File: config.mk
export PLATFORM = sky130hd
export DESIGN_NAME = xor_delta_number_encoder_top
export DESIGN_NICKNAME = d
export VERILOG_FILES = /design/src/xdne_pkg.sv /design/src/xdne_entry_coder.sv /design/src/xdne_bit_packer.sv /design/src/xor_delta_number_encoder_top.sv
export VERILOG_INCLUDE_DIRS = /design/src /design/src/src
export SDC_FILE = /design/constraint.sdc
export NUM_CORES = 1
export LEC_CHECK = 0
export BUFFER_PORTS_ARGS = -buffer_cell sky130_fd_sc_hd__buf_2
export CORE_MARGIN = 2
export CORE_UTILIZATION = 37
export CTS_BUF_LIST = sky130_fd_sc_hd__clkbuf_2 sky130_fd_sc_hd__clkbuf_4 sky130_fd_sc_hd__clkbuf_8
export DETAILED_ROUTE_END_ITERATION = 16
export GPL_ROUTABILITY_DRIVEN = 0
export PLACE_DENSITY = 0.64
export SLEW_MARGIN = 10
export SYNTH_ARGS = -nofsm -noshare
export SYNTH_HDL_FRONTEND = slang
export SYNTH_SLANG_ARGS = --single-unit
File: constraint.sdc
create_clock -name clk -period 8.44 [get_ports clk]
set_clock_uncertainty 0.2 [all_clocks]
set_input_delay 1.266 -clock clk [delete_from_list [all_inputs] [get_ports clk]]
set_output_delay 1.266 -clock clk [all_outputs]
set_load 0.01 [all_outputs]
File: src/xor_delta_number_encoder_top_assert.svh
// Assertion macros for the XOR delta number encoder.
// Expects signals named clk and rst in the including module.
`ifndef XOR_DELTA_NUMBER_ENCODER_TOP_ASSERT_SVH
`define XOR_DELTA_NUMBER_ENCODER_TOP_ASSERT_SVH

// Same-cycle implication, disabled during reset.
`define XDNE_ASSERT_IMPLY(name, cond, prop) \
  name: assert property (@(posedge clk) disable iff (rst) (cond) |-> (prop)) \
    else $error("xdne assertion failed");

// Next-cycle implication, disabled during reset.
`define XDNE_ASSERT_NEXT(name, cond, prop) \
  name: assert property (@(posedge clk) disable iff (rst) (cond) |=> (prop)) \
    else $error("xdne assertion failed");

`endif

File: src/xdne_pkg.sv
`timescale 1ns / 1ps
// Shared constants and types of the XOR delta number encoder.
// No dependencies; used by the coder, the packer and the top level.
package xdne_pkg;

  localparam int WORD_W       = 32;
  localparam int LZC_W        = 5;
  localparam int CODE_W       = WORD_W + LZC_W + 2;
  localparam int LEN_W        = 6;
  localparam int POS_W        = 16;
  localparam int WORD_INDEX_W = 10;
  localparam int BUFFER_WORDS = 1024;

  // Largest usable capacity in bits, one bit wider than the capacity register.
  localparam logic [POS_W:0] CAP_MAX = (POS_W + 1)'(BUFFER_WORDS * WORD_W);

  localparam logic [POS_W-1:0] CAPACITY_RESET = 16'd32768;

  localparam logic OP_ENCODE     = 1'b0;
  localparam logic OP_NEW_BUFFER = 1'b1;

  typedef struct packed {
    logic [CODE_W-1:0] bits;
    logic [LEN_W-1:0]  len;
    logic [LZC_W-1:0]  lzc;
  } code_t;

  typedef struct packed {
    logic                    accepted;
    logic [WORD_W-1:0]       first_word;
    logic                    first_word_valid;
    logic [WORD_W-1:0]       second_word;
    logic                    second_word_valid;
    logic [WORD_INDEX_W-1:0] word_index;
    logic [POS_W-1:0]        entry_count;
    logic [POS_W-1:0]        bit_count;
  } result_t;

endpackage

File: src/xdne_entry_coder.sv
`timescale 1ns / 1ps
// Builds the bit code of one entry: raw, repeat flag, or XOR delta.
// Depends on xdne_pkg.
module xdne_entry_coder (
  input  logic                                first_entry,
  input  logic [xdne_pkg::WORD_W-1:0]         number,
  input  logic [xdne_pkg::WORD_W-1:0]         previous_number,
  input  logic [xdne_pkg::LZC_W-1:0]          previous_zero_count,
  output xdne_pkg::code_t                     code
);

  function automatic logic [xdne_pkg::LZC_W-1:0] lead_zeros(
    input logic [xdne_pkg::WORD_W-1:0] x
  );
    logic [xdne_pkg::LZC_W-1:0] n;
    n = '0;
    // highest set bit wins; an all-zero word is never coded this way
    for (int i = 0; i < xdne_pkg::WORD_W; i++) begin
      if (x[i]) n = xdne_pkg::LZC_W'(xdne_pkg::WORD_W - 1 - i);
    end
    return n;
  endfunction

  logic [xdne_pkg::WORD_W-1:0] delta;
  logic [xdne_pkg::LZC_W-1:0]  lzc;
  logic                        same;

  assign delta = previous_number ^ number;
  assign lzc   = lead_zeros(delta);
  assign same  = (lzc == previous_zero_count);

  always_comb begin
    code.lzc = lzc;
    if (first_entry) begin
      code.bits = {{(xdne_pkg::CODE_W - xdne_pkg::WORD_W){1'b0}}, number};
      code.len  = xdne_pkg::LEN_W'(xdne_pkg::WORD_W);
    end else if (delta == '0) begin
      code.bits = xdne_pkg::CODE_W'(1);
      code.len  = xdne_pkg::LEN_W'(1);
    end else if (same) begin
      // flags 0,1 then the significant delta bits
      code.bits = {{xdne_pkg::LZC_W{1'b0}}, delta, 1'b1, 1'b0};
      code.len  = xdne_pkg::LEN_W'(2 + xdne_pkg::WORD_W) - xdne_pkg::LEN_W'(lzc);
    end else begin
      // flags 0,0, new count, then the significant delta bits
      code.bits = {delta, lzc, 1'b0, 1'b0};
      code.len  = xdne_pkg::LEN_W'(2 + xdne_pkg::LZC_W + xdne_pkg::WORD_W)
                  - xdne_pkg::LEN_W'(lzc);
    end
  end

endmodule

File: src/xdne_bit_packer.sv
`timescale 1ns / 1ps
// Stream state and word packing: places one entry code into the bit stream.
// Depends on xdne_pkg and xdne_entry_coder.
module xdne_bit_packer (
  input  logic                              clk,
  input  logic                              rst,
  input  logic                              step,
  input  logic                              opcode,
  input  logic [xdne_pkg::WORD_W-1:0]       number,
  input  logic [xdne_pkg::POS_W-1:0]        capacity_bits,
  output xdne_pkg::result_t                 result
);

  localparam int WIN_W = 3 * xdne_pkg::WORD_W;
  localparam int OFF_W = $clog2(xdne_pkg::WORD_W);
  localparam int END_W = OFF_W + 2;

  logic [xdne_pkg::WORD_W-1:0] previous_number;
  logic [xdne_pkg::LZC_W-1:0]  previous_zero_count;
  logic [xdne_pkg::POS_W-1:0]  used_bits;
  logic [xdne_pkg::POS_W-1:0]  stored_entries;
  logic [xdne_pkg::WORD_W-1:0] partial_word;

  logic [xdne_pkg::WORD_W-1:0] previous_number_next;
  logic [xdne_pkg::LZC_W-1:0]  previous_zero_count_next;
  logic [xdne_pkg::POS_W-1:0]  used_bits_next;
  logic [xdne_pkg::POS_W-1:0]  stored_entries_next;
  logic [xdne_pkg::WORD_W-1:0] partial_word_next;

  xdne_pkg::code_t             code;
  logic [OFF_W-1:0]            offset;
  logic [END_W-1:0]            end_pos;
  logic [xdne_pkg::POS_W:0]    cap_eff;
  logic                        fits;
  logic [WIN_W-1:0]            window;
  logic                        done0;
  logic                        done1;

  xdne_entry_coder u_coder (
    .first_entry         (stored_entries == '0),
    .number              (number),
    .previous_number     (previous_number),
    .previous_zero_count (previous_zero_count),
    .code                (code)
  );

  assign offset  = used_bits[OFF_W-1:0];
  assign end_pos = END_W'(offset) + END_W'(code.len);
  assign cap_eff = ({1'b0, capacity_bits} > xdne_pkg::CAP_MAX) ?
                   xdne_pkg::CAP_MAX : {1'b0, capacity_bits};
  assign fits    = ({1'b0, used_bits} + (xdne_pkg::POS_W + 1)'(code.len)) < cap_eff;
  assign window  = ({{(WIN_W - xdne_pkg::CODE_W){1'b0}}, code.bits} << offset)
                   | {{(WIN_W - xdne_pkg::WORD_W){1'b0}}, partial_word};
  assign done0   = end_pos >= END_W'(xdne_pkg::WORD_W);
  assign done1   = end_pos >= END_W'(2 * xdne_pkg::WORD_W);

  always_comb begin
    previous_number_next     = previous_number;
    previous_zero_count_next = previous_zero_count;
    used_bits_next           = used_bits;
    stored_entries_next      = stored_entries;
    partial_word_next        = partial_word;
    result                   = '0;
    result.entry_count       = stored_entries;
    result.bit_count         = used_bits;
    if (opcode == xdne_pkg::OP_NEW_BUFFER) begin
      // flush a partly filled word, then clear the stream
      result.first_word_valid  = (offset != '0);
      result.first_word        = (offset != '0) ? partial_word : '0;
      result.word_index        = (offset != '0) ?
                                 used_bits[xdne_pkg::WORD_INDEX_W+OFF_W-1:OFF_W] : '0;
      result.entry_count       = '0;
      result.bit_count         = '0;
      previous_number_next     = '0;
      previous_zero_count_next = '0;
      used_bits_next           = '0;
      stored_entries_next      = '0;
      partial_word_next        = '0;
    end else if (fits) begin
      result.accepted          = 1'b1;
      result.first_word_valid  = done0;
      result.first_word        = done0 ? window[xdne_pkg::WORD_W-1:0] : '0;
      result.second_word_valid = done1;
      result.second_word       = done1 ? window[2*xdne_pkg::WORD_W-1:xdne_pkg::WORD_W] : '0;
      result.word_index        = done0 ?
                                 used_bits[xdne_pkg::WORD_INDEX_W+OFF_W-1:OFF_W] : '0;
      used_bits_next           = used_bits + xdne_pkg::POS_W'(code.len);
      stored_entries_next      = stored_entries + xdne_pkg::POS_W'(1);
      result.entry_count       = stored_entries_next;
      result.bit_count         = used_bits_next;
      if (stored_entries == '0 || number != previous_number) begin
        previous_number_next = number;
        if (stored_entries != '0) previous_zero_count_next = code.lzc;
      end
      if (done1) begin
        partial_word_next = window[WIN_W-1:2*xdne_pkg::WORD_W];
      end else if (done0) begin
        partial_word_next = window[2*xdne_pkg::WORD_W-1:xdne_pkg::WORD_W];
      end else begin
        partial_word_next = window[xdne_pkg::WORD_W-1:0];
      end
    end
  end

  always_ff @(posedge clk) begin
    if (rst) begin
      previous_number     <= '0;
      previous_zero_count <= '0;
      used_bits           <= '0;
      stored_entries      <= '0;
      partial_word        <= '0;
    end else if (step) begin
      previous_number     <= previous_number_next;
      previous_zero_count <= previous_zero_count_next;
      used_bits           <= used_bits_next;
      stored_entries      <= stored_entries_next;
      partial_word        <= partial_word_next;
    end
  end

endmodule

File: src/xor_delta_number_encoder_top.sv
`timescale 1ns / 1ps
// Top level of the XOR delta number encoder: input register, packer, result register.
// Depends on xdne_pkg, xdne_bit_packer and xor_delta_number_encoder_top_assert.svh.
//
// Usage:
//   item channel   : item_valid / item_stall, payload opcode and number. A beat
//                    moves at a clock edge with item_valid high and item_stall low.
//                    opcode encode appends number to the buffer's bit stream;
//                    opcode new buffer flushes a partial word and clears the stream.
//   result channel : result_valid / result_stall, one result beat per item,
//                    carrying up to two finished 32-bit words at word_index and
//                    word_index + 1, the accepted flag and the running counts.
//   config channel : cfg_valid / cfg_ready / cfg_data writes capacity_bits; the
//                    port is always ready. Write it only while the block is idle.
// Path: the beat loads the input register, then the packer result loads the result register.
// Throughput: one item per cycle while result_stall is low. Leading-zero count, code build
//   and a 96-bit barrel shift into the word window all sit between the input register
//   and the result register; the stream state updates in the same cycle.
// Reset (rst, synchronous): empty both registers, clear the stream, capacity 32768 bits.
// Stall: while result_stall holds a result, one more item is taken into the
//   input register; item_stall then rises until the result beat moves.

`include "xor_delta_number_encoder_top_assert.svh"

module xor_delta_number_encoder_top (
  input  logic                                   clk,
  input  logic                                   rst,
  input  logic                                   item_valid,
  output logic                                   item_stall,
  input  logic                                   opcode,
  input  logic [xdne_pkg::WORD_W-1:0]            number,
  output logic                                   result_valid,
  input  logic                                   result_stall,
  output logic                                   accepted,
  output logic [xdne_pkg::WORD_W-1:0]            first_word,
  output logic                                   first_word_valid,
  output logic [xdne_pkg::WORD_W-1:0]            second_word,
  output logic                                   second_word_valid,
  output logic [xdne_pkg::WORD_INDEX_W-1:0]      word_index,
  output logic [xdne_pkg::POS_W-1:0]             entry_count,
  output logic [xdne_pkg::POS_W-1:0]             bit_count,
  input  logic                                   cfg_valid,
  output logic                                   cfg_ready,
  input  logic [xdne_pkg::POS_W-1:0]             cfg_data
);

  logic                         stage_valid;
  logic                         stage_opcode;
  logic [xdne_pkg::WORD_W-1:0]  stage_number;
  logic [xdne_pkg::POS_W-1:0]   capacity_bits;
  xdne_pkg::result_t            packed_result;
  xdne_pkg::result_t            result;
  logic                         load_result;
  logic                         step;
  logic                         take_item;

  // The result register can load when empty or when its beat moves now.
  assign load_result = !result_valid || !result_stall;
  assign step        = stage_valid && load_result;
  assign item_stall  = stage_valid && !load_result;
  assign take_item   = item_valid && !item_stall;
  assign cfg_ready   = 1'b1;

  // Capacity register: the user must write it only while idle; the block does not enforce this.
  always_ff @(posedge clk) begin
    if (rst) begin
      capacity_bits <= xdne_pkg::CAPACITY_RESET;
    end else if (cfg_valid && cfg_ready) begin
      capacity_bits <= cfg_data;
    end
  end

  // Input register: hold the item until the packer takes it.
  always_ff @(posedge clk) begin
    if (rst) begin
      stage_valid <= 1'b0;
    end else if (take_item) begin
      stage_valid <= 1'b1;
    end else if (step) begin
      stage_valid <= 1'b0;
    end
  end

  always_ff @(posedge clk) begin
    if (take_item) begin
      stage_opcode <= opcode;
      stage_number <= number;
    end
  end

  xdne_bit_packer u_packer (
    .clk           (clk),
    .rst           (rst),
    .step          (step),
    .opcode        (stage_opcode),
    .number        (stage_number),
    .capacity_bits (capacity_bits),
    .result        (packed_result)
  );

  // Result register: advance on load, hold while stalled.
  always_ff @(posedge clk) begin
    if (rst) begin
      result_valid <= 1'b0;
    end else if (load_result) begin
      result_valid <= stage_valid;
    end
  end

  always_ff @(posedge clk) begin
    if (step) begin
      result <= packed_result;
    end
  end

  assign accepted          = result.accepted;
  assign first_word        = result.first_word;
  assign first_word_valid  = result.first_word_valid;
  assign second_word       = result.second_word;
  assign second_word_valid = result.second_word_valid;
  assign word_index        = result.word_index;
  assign entry_count       = result.entry_count;
  assign bit_count         = result.bit_count;

  // A second finished word never comes without the first.
  `XDNE_ASSERT_IMPLY(a_second_needs_first, result_valid && second_word_valid, first_word_valid)
  // The word index is only set alongside a word.
  `XDNE_ASSERT_IMPLY(a_index_needs_word, result_valid && (word_index != '0), first_word_valid)
  // An encoded entry always leaves a nonempty buffer behind.
  `XDNE_ASSERT_IMPLY(a_accept_counts, result_valid && accepted,
                     (entry_count != '0) && (bit_count != '0))
  // Input stalls only with a held item and a blocked result.
  `XDNE_ASSERT_IMPLY(a_stall_cause, item_stall, stage_valid && result_valid && result_stall)
  // A taken item is in the input register on the next cycle.
  `XDNE_ASSERT_NEXT(a_item_lands, take_item, stage_valid)

endmodule
==> results of run 1 <==
==> cells by family (layout without fill, tap and decap cells) <==
group                    after synthesis  after routing  share of synthesized area, %
XOR/XNOR                              96             96                         5.177
multiplexers                          95             95                         7.670
adder cells (fa/ha/maj)               25             25                         1.888
AND/OR/NAND/NOR                      698            698                         19.74
flip-flops                           261            261                         39.18
AO/OA/AOI/OAI                        544            544                         22.23
other                                  1              1                       0.02210
buffers and inverters                180            349                         4.093
==> final cells by class <==
| class | instances | area share [%] |
|---|---|---|
| clock buffers | 68 | 4.369 |
| flip-flops and latches | 261 | 33.52 |
| clock inverters | 19 | 1.311 |
| inverters | 30 | 0.5800 |
| well taps | 600 | 3.783 |
| repair buffers | 232 | 6.740 |
| multi-input cells | 1459 | 49.69 |
==> worst min-delay path by stage <==
stage / from / endpoint / slack [ns]
detailed placement: u_packer.partial_word[20] / u_packer.partial_word[20] / 0.25
global placement: u_packer.partial_word[20] / u_packer.partial_word[20] / 0.25
floorplan: u_packer.partial_word[20] / u_packer.partial_word[20] / 0.24
CTS: u_packer.partial_word[20] / u_packer.partial_word[20] / 0.27
global route: u_packer.partial_word[20] / u_packer.partial_word[20] / 0.29
finish: u_packer.partial_word[20] / u_packer.partial_word[20] / 0.27
==> per-stage QoR <==
step	hold WS (ns)	worst slack [ns]
after global routing	0.2917	-0.02494
after detailed placement	0.2530	0.1442
after floorplan	0.2361	0.1710
final	0.2710	0.4545
after global placement	0.2480	0.2790
after CTS	0.2677	0.09554
==> metal layers <==
metal	track usage [%]	part of all wire, %	wire length (um)
met5	0	0	0
met4	9.909	4.3	2439
met3	4.468	9.0	5078
met2	35.59	44	25070
met1	32.35	42	23890
==> Yosys cell counts, drive strengths merged (12+ instances only) <==
| master | number | share of area, % |
|---|---|---|
| xor2 | 49 | 2.6 |
| a22oi | 39 | 1.7 |
| inv | 29 | 0.64 |
| nor2 | 247 | 5.5 |
| nor3b | 33 | 1.5 |
| buf | 31 | 0.80 |
| mux4 | 26 | 3.5 |
| and2 | 39 | 1.4 |
| and3 | 19 | 0.70 |
| xnor2 | 47 | 2.6 |
| clkbuf | 119 | 2.6 |
| a22o | 12 | 0.62 |
| a2111oi | 14 | 0.83 |
| edfxtp | 142 | 25 |
| a31oi | 34 | 1.3 |
| ha | 24 | 1.8 |
| nor2b | 13 | 0.48 |
| mux2i | 49 | 2.9 |
| o31ai | 15 | 0.66 |
| mux2 | 20 | 1.3 |
| or3 | 12 | 0.44 |
| a21oi | 126 | 3.7 |
| o211ai | 29 | 1.3 |
| o21ai | 87 | 2.6 |
| a21o | 15 | 0.66 |
| nand2 | 169 | 3.7 |
| nor3 | 44 | 1.3 |
| nand3 | 35 | 1.0 |
| nor4 | 26 | 1.1 |
| nand4 | 22 | 0.85 |
| a211oi | 26 | 1.2 |
| dfxtp | 119 | 14 |
| o21a | 13 | 0.58 |
==> power breakdown <==
group	total (mW)	switching (mW)	internal, mW	leakage [nW]
combinational	0.586	0.381	0.205	4.58
sequential	1.42	0.0327	1.39	2.31
clock	1.41	0.563	0.849	0.584
total	3.42	0.976	2.44	7.48
==> repair_timing <==
item | in CTS | in global routing
resized for setup | 0 | 35
setup endpoints to repair | 0 | 127
buffers inserted | 0 | 9
==> sequential cells by signal, indices dropped and copies added (netlist names) <==
| signal | flops |
|---|---|
| stage_number | 32 |
| bit_count | 16 |
| accepted | 1 |
| stage_valid | 1 |
| capacity_bits | 16 |
| u_packer.previous_number | 32 |
| stage_opcode | 1 |
| second_word_valid | 1 |
| entry_count | 16 |
| u_packer.previous_zero_count | 5 |
| word_index | 10 |
| u_packer.partial_word | 32 |
| first_word | 32 |
| u_packer.used_bits | 16 |
| second_word | 32 |
| first_word_valid | 1 |
| u_packer.stored_entries | 16 |
| result_valid | 1 |
==> cell usage in the layout (no fill, tap or decap), types with 28 or more instances in the layout <==
cell type,n
sky130_fd_sc_hd__xor2_1,41
sky130_fd_sc_hd__dfxtp_1,114
sky130_fd_sc_hd__clkbuf_8,57
sky130_fd_sc_hd__nor3_1,41
sky130_fd_sc_hd__buf_2,163
sky130_fd_sc_hd__nor3b_1,33
sky130_fd_sc_hd__a31oi_1,34
sky130_fd_sc_hd__buf_4,68
sky130_fd_sc_hd__a22oi_1,39
sky130_fd_sc_hd__o211ai_1,28
sky130_fd_sc_hd__nand3_1,35
sky130_fd_sc_hd__o21ai_0,82
sky130_fd_sc_hd__nor2_1,246
sky130_fd_sc_hd__edfxtp_1,142
sky130_fd_sc_hd__and2_1,38
sky130_fd_sc_hd__nand2_1,166
sky130_fd_sc_hd__a21oi_1,124
sky130_fd_sc_hd__mux2i_1,49
sky130_fd_sc_hd__xnor2_1,33
==> results.txt, run 1 <==
The run finished with clean final reports. The run gives 16,970 um2 as the mapped cell area. In this run the tool buffered the top-level ports with 164 buffer cells. Timing startpoint of the critical path: stage_number[17]. The number of buffers and inverters on the critical path is 4.

The tools report the starting DRC count in detailed routing as 1,810. The share of the cycle needed by the critical path after routing is 94.61%, and the post-synthesis cell count is 1,900. Async set or reset register ratio after synthesis: 0%.

For the detailed placement HPWL, the log shows 41,070 um. The critical path launch point type was a flop. The number of antenna violations at the first check in global routing is 0.

In the synthesized netlist the dominant register cell turns out to be sky130_fd_sc_hd__edfxtp_1. Counting cells, the worst reg-to-reg path comes to 32. TritonCTS built the clock tree. The total design power was 3.420 mW; the total power divided by cell area was 172.4 nW/um2. Broken down by cell family, the worst path's largest delay share belongs to simple AND/OR/NAND/NOR gates. For the worst setup path, the data arrival time is 8.35 ns. The via count of the first global-routing pass is 14.95k, and the overall die area is 47,580 um2. After synthesis the netlist holds a flip-flop and latch count of 261.

The count of hold-fix buffers inserted at cts was 0; the number of vias per cell after detailed routing was 6.014. Once layout is complete, the cells apart from fillers number 2,669. The clock-pin slew of the registers on the worst-case setup and hold paths was 0.06 ns.

The routed design could run at a clock period as short as 7.985 ns. The layout has 4,430 filler cells. In this run, synthesis inferred 142 flip-flops with an integrated enable. The die is 218.1 um tall.

The setup check on the worst reg-to-reg path leaves a slack of 0.45 ns. In the global route stage, overall resource usage came out at 23.37%. Final hold violation count: 0.

The I/O pin count is 166, and the post-layout instance area is 19,850 um2. Row generation in the floorplan step produced 78 rows. After synthesis, the mean cell area works out to 8.929 um2. Of the synthesized area, sequential elements account for 39.18%. The total overflow left after global routing is 0. Measured along the x axis, the die boundary spans 218.1 um.

Of all nets on the critical path, the largest fanout is 21. At the pin with the least slew margin, the transition time is 1.158 ns. The sequential cell area in the final layout was 6653 um2; the first-pass GRT wire length was 87,760 um. The cell depth of the worst min-delay path is 1, and the area overhead of the layout relative to synthesis is 16.98%. The critical path start-end classification was flop to flop.

In this run the cell area measured after placement is 18,430 um2. Headroom to the max-slew limit came out at 22.64%. Across all layers, the routed design uses 16.05k vias.

The core footprint is 45,280 um2. In this run the worst hold path is classified as flop to flop. The source of the worst register-to-register timing path is stage_number[17].

The logs give 0.63 ns for the clock insertion delay at the later pin of the skew report and 47 for the TritonCTS buffer count. The largest individual stage delay along the critical path comes from the cell sky130_fd_sc_hd__edfxtp_1. The share of the core filled with cells came out at 43.82%. The number of nets in the synthesized netlist is 1,979. Clock tree synthesis selected as its root buffer the cell sky130_fd_sc_hd__clkbuf_8. Multi-input logic area: 9862 um2. The number of iterations in the first detailed-routing pass was 6; the count of synthesis-stage warnings from yosys was 0. Setup violations remaining at the end of the flow were counted as 0. CTS saw 261 sinks. Share of post-route cells with drive strength above 1: 20.69%. The critical path runs through a total of 32 cells.

The tools report the number of max-slew violations in the final report as 0. The most critical setup path has its endpoint at u_packer.partial_word[25]. Data on the critical path is required at its endpoint by 8.81 ns.

STA classifies the critical path endpoint as a flop. Maximum resistive drop on vdd: 0.00009691 V. CTS built an H-tree with a depth of 2.

The stage delay of the slowest cell on the critical path was 0.54 ns; the post-detailed-route count of antenna-violating nets was 0. Derived from the worst setup path, the maximum achievable clock frequency is 125.2 MHz. The wire length per cell after detailed routing came out at 21.16 um. The tools report the distinct cell type count of the synthesized netlist as 93. For the net count reported at finish, the log shows 2,110.

After detailed placement, the design holds a cell count of 2,573. For the number of buffers on the longest clock path, the log shows 3. For the final routed database, the setup TNS stands at 0 ns.

After detailed routing, the total wire length is 56,480 um. Max-cap violations in this run came to 0. The worst register-to-register path ends at u_packer.partial_word[25]. In the routed design, unresolved DRC markers number 0. In this run the static leakage power is 7.476 nW. For this configuration, the core starts out at a cell density of 37.46%. The repair_antennas step left the layout with diodes totalling 0. Entering global routing, the biggest net connects 88 pins.
No activity file was read; power rests on OpenSTA's default activity.
==> inputs of run 2 (changes only) <==
--- a/config.mk
+++ b/config.mk
@@ -16,4 +16,5 @@
 export SLEW_MARGIN = 10
 export SYNTH_ARGS = -nofsm -noshare
 export SYNTH_HDL_FRONTEND = slang
+export SYNTH_HIERARCHICAL = 1
 export SYNTH_SLANG_ARGS = --single-unit
==> results.txt, run 2 <==
The run gives 77 (-1.3%) as the number of core rows. The biggest area contributor in the post-synthesis netlist is sky130_fd_sc_hd__edfxtp_1. The switching share of power is 29.89% (+1.3 points), and the I/O pin count is 166 (unchanged). The global-route total usage across every layer is 22.03% (-1.3 points), and the synthesized net count is 1,858 (-6.1%). Number of buffers on the longest clock path: 3 (unchanged). The nature of the critical path endpoint is a flop.

The per-instance average area after synthesis is 9.409 um2 (+5.4%). Counting instances in the post-synthesis netlist gives the leading cell types as 191 x sky130_fd_sc_hd__nand2_1, 167 x sky130_fd_sc_hd__nor2_1, 142 x sky130_fd_sc_hd__edfxtp_1. The run gives 0 (unchanged) as the final hold violation count. The tools report the final wirelength as 53,380 um (-5.5%). The largest net degree at the start of global routing came out at 79 (-10%). The number of antenna violations at the first check in global routing was 0 (unchanged); the total DRC errors in the routed layout was 0 (unchanged). For the number of sinks on the clock net, the log shows 261 (unchanged). The logs give 100 (+7.5%) for the distinct cell type count of the synthesized netlist and 46 (-2.1%) for the TritonCTS buffer count. The total power divided by cell area was 172.5 nW/um2 (about the same).

Number of H-tree levels: 2 (unchanged). The path class of the lowest-slack min-delay path was flop to flop. The net count reported at finish was 1,963 (-7.0%); the number of buffers inserted by post-CTS setup repair was 0 (unchanged).

The tools report the post-synthesis cell count as 1,778 (-6.4%). Mapped cell area: 16,730 um2 (-1.4%). The total overflow reported by the global router came out at 0 (unchanged). The area overhead of the layout relative to synthesis works out to 12.79%.

TritonCTS built the clock tree. The number of input and output port buffers inserted was 164 (unchanged); the detailed placement HPWL was 37,870 um (-7.8%). The library cells used most frequently in the layout, excluding fill and tap cells, are 190 x sky130_fd_sc_hd__nand2_1, 165 x sky130_fd_sc_hd__nor2_1, 164 x sky130_fd_sc_hd__buf_2.

The leading register cell type out of synthesis was sky130_fd_sc_hd__edfxtp_1. Count of synthesis-stage warnings from yosys: 6 (+6). The vertical die dimension is 216.6 um (-0.68%), and the number of iterations in the first detailed-routing pass is 6 (unchanged).

The logs give 0 (unchanged) for the diode insertion count for antenna repair and 38.7% (-2.6 points) for the relative contribution of the clock network to total power. The run gives 44,410 um2 (-1.9%) as the core footprint. Sequential fraction of the synthesis area: 39.73% (+0.55 points). The tools report the total number of vias as 14.99k (-6.6%). In this run the clock root is driven by a sky130_fd_sc_hd__clkbuf_8. The share of the cycle needed by the critical path after routing came out at 93.37% (-1.2 points).

The run gives 0 (unchanged) as the max-capacitance violation count. The tools report the number of max-slew violations in the final report as 0 (unchanged). Required time reported for the critical path endpoint: 8.62 ns (-0.19 ns).

The fill cell instance count of the final layout came out at 4,325 (-2.4%). The clock period minus final worst setup slack is 7.880 ns (-0.1052 ns), and the post-detailed-route count of antenna-violating nets is 0 (unchanged). The share of post-route cells with drive strength above 1 was 20.09% (-0.59 points). STA classifies the critical path startpoint as a flop.

The pin slew with the least headroom to its limit is 1.258 ns (+0.09980 ns), and the clock-pin slew of the registers on the worst-case setup and hold paths is 0.06 ns (about the same). Initial standard-cell utilization of the core: 37.67% (+0.20 points). The width of the die was 216.6 um (-0.68%); the count of hold-fix buffers inserted at cts was 0 (unchanged). The total negative slack for setup checks is 0 ns (unchanged). Starting DRC count in detailed routing: 1,808 (-0.11%). The worst relative slew slack is 16.15% (-6.5 points), and the count of flip-flops with a built-in enable after synthesis is 142 (unchanged). The logs give 0.0001433 V (+48%) for the maximum resistive drop on vdd and 0.3813 ns (+0.2371 ns) for the worst slack at placement.

For the data arrival time of the critical path, the log shows 8.06 ns (-0.29 ns). By startpoint and endpoint, the worst setup path is classified as flop to flop. For the slack of the worst reg-to-reg path, the log shows 0.56 ns (+0.11 ns).

Setup repair after global routing left no endpoint under its margin. The flow ran to the end, and the final reports show no timing, DRC or antenna violations. The cell-internal power was 2.282 mW (-6.7%). The share of the synthesized area in the top cell type came out at 25.49% (+0.35 points). The power spent charging and discharging nets came out at 0.9725 mW (-0.38%). The multi-input logic area is 9330 um2 (-5.4%), and the number of vias per cell after detailed routing is 5.966 (-0.80%). The library cell used most frequently in the layout, excluding fill and tap cells, is sky130_fd_sc_hd__nand2_1. The most common cell in the synthesized netlist is sky130_fd_sc_hd__nand2_1. The relative contribution of sequential cells to total power is 44.0% (+2.4 points), and the sequential cell area in the final layout is 6651 um2 (about the same). Register bit total from synthesis: 261 (unchanged). Largest fanout of any net on the critical path: 31 (+48%). By area the synthesized netlist is led by sky130_fd_sc_hd__edfxtp_1 25%, sky130_fd_sc_hd__dfxtp_1 14%, sky130_fd_sc_hd__nand2_1 4.3%. The logs give 14.28k (-4.5%) for the via count of the first global-routing pass and 6.896 nW (-7.8%) for the static power due to leakage. The run gives 3.254 mW (-4.9%) as the total design power. Async set or reset register ratio after synthesis: 0% (unchanged). The wire length per cell after detailed routing was 21.24 um (+0.37%); the overall die area was 46,930 um2 (-1.4%). The logs give 0.62 ns (about the same) for the clock insertion delay at the later pin of the skew report and 17.3% (+0.2 points) for the combinational share of power.

The first-pass GRT wire length is 81,910 um (-6.7%), and the final worst slack is 0.5598 ns (+0.1052 ns). The maximum achievable frequency is 126.9 MHz (+1.3%). The run gives 0 (unchanged) as the number of setup violations in the final report.
==> run 2: cell count changes after synthesis, moves of 23 or more <==
cell | previous run | this run
sky130_fd_sc_hd__nor2_1 | 247 | 167
sky130_fd_sc_hd__clkbuf_1 | 119 | 72
sky130_fd_sc_hd__nand4_1 | 21 | 59
sky130_fd_sc_hd__a22oi_1 | 39 | 6
sky130_fd_sc_hd__nor3b_1 | 33 | 2
sky130_fd_sc_hd__buf_2 | 9 | 36
sky130_fd_sc_hd__o21ai_0 | 84 | 107
==> run 2: path summary, 6_finish.rpt <==
check                                 from                        to  cells after the start
setup / recovery          stage_number[16]            second_word[3]                     24
hold / removal    u_packer/partial_word[3]  u_packer/partial_word[3]                      2
setup reg to reg          stage_number[16]            second_word[3]                     24
hold reg to reg   u_packer/partial_word[3]  u_packer/partial_word[3]                      2
==> run 2: layout make-up <==
| class | instances | area share, % |
|---|---|---|
| Inverter | 32 | 0.6432 |
| Clock buffer | 64 | 4.204 |
| Sequential cell | 261 | 35.25 |
| Tap cell | 592 | 3.925 |
| Clock inverter | 22 | 0.9880 |
| Timing Repair Buffer | 194 | 5.543 |
| Multi-Input combinational cell | 1348 | 49.45 |
==> run 2: through the flow <==
| step | hold WS [ns] | instance area (um2) | utilization [%] | instances |
|---|---|---|---|---|
| 2_1_floorplan | 0.2331 | 16730 | - | 1778 |
| 4_1_cts | 0.2713 | 18830 | 42.41 | 2513 |
| 3_5_place_dp | 0.2594 | 17850 | 40.20 | 2427 |
| 3_3_place_gp | 0.2463 | 17850 | 40.20 | 2427 |
| 6_report | 0.2704 | 18870 | 42.49 | 2513 |
| 5_1_grt | 0.2889 | 18870 | 42.49 | 2513 |
==> run 2: critical path: stages, from the launching register on <==
cell                        delay [ns]
sky130_fd_sc_hd__edfxtp_1         0.45
sky130_fd_sc_hd__xnor2_1          0.43
sky130_fd_sc_hd__nand4_1          0.37
sky130_fd_sc_hd__o21bai_1         0.36
sky130_fd_sc_hd__nor4_1           0.13
sky130_fd_sc_hd__a2111oi_4        0.38
sky130_fd_sc_hd__o2111ai_4        0.35
sky130_fd_sc_hd__mux2i_1          0.26
sky130_fd_sc_hd__a21oi_1          0.10
sky130_fd_sc_hd__ha_1             0.23
sky130_fd_sc_hd__fa_1             0.44
sky130_fd_sc_hd__a211oi_2         0.29
sky130_fd_sc_hd__o21bai_1         0.16
sky130_fd_sc_hd__a21oi_2          0.34
sky130_fd_sc_hd__nand2b_1         0.25
sky130_fd_sc_hd__nor2_1           0.09
sky130_fd_sc_hd__xor2_1           0.21
sky130_fd_sc_hd__ha_1             0.28
sky130_fd_sc_hd__o21a_1           0.12
sky130_fd_sc_hd__a21oi_1          0.15
sky130_fd_sc_hd__o21ai_0          0.15
sky130_fd_sc_hd__nand3b_4         0.45
sky130_fd_sc_hd__or2_1            0.36
sky130_fd_sc_hd__or3_1            0.62
sky130_fd_sc_hd__nor3_1           0.44
==> run 2: kinds of logic (layout without fill, tap and decap cells) <==
| kind of cell | after synthesis | in the layout | share of synthesized area [%] |
|---|---|---|---|
| other | 1 | 1 | 0.02242 |
| AND/OR/NAND/NOR | 633 | 633 | 18.19 |
| XOR/XNOR | 115 | 115 | 6.559 |
| adder cells (fa/ha/maj) | 26 | 26 | 1.989 |
| multiplexers | 122 | 122 | 10.57 |
| buffers and inverters | 169 | 312 | 4.921 |
| AO/OA/AOI/OAI | 451 | 451 | 18.02 |
| flip-flops | 261 | 261 | 39.73 |
==> run 2: repair_timing <==
item                                    4_1_cts  5_1_grt
endpoints found under the hold margin         0        0
endpoints found under the setup margin        0      114
resized for setup                             0        7
==> run 2: layer usage <==
layer / GRT usage [%] / wire length, um / vias to the layer above
li1: - / - / 6893
met1: 29.68 / 22580 / 7158
met2: 34.59 / 24350 / 808
met3: 3.691 / 4355 / 133
met4: 10.14 / 2095 / 0
met5: 0 / 0 / -
==> run 2: power by group through the flow <==
stage / Clock (mW) / Combinational, mW / Sequential [mW]
global placement: 0 / 0.539 / 1.46
CTS: 1.29 / 0.550 / 1.43
detailed placement: 0 / 0.547 / 1.46
global route: 1.34 / 0.602 / 1.44
finish: 1.26 / 0.563 / 1.43
floorplan: 0 / 0.361 / 1.46
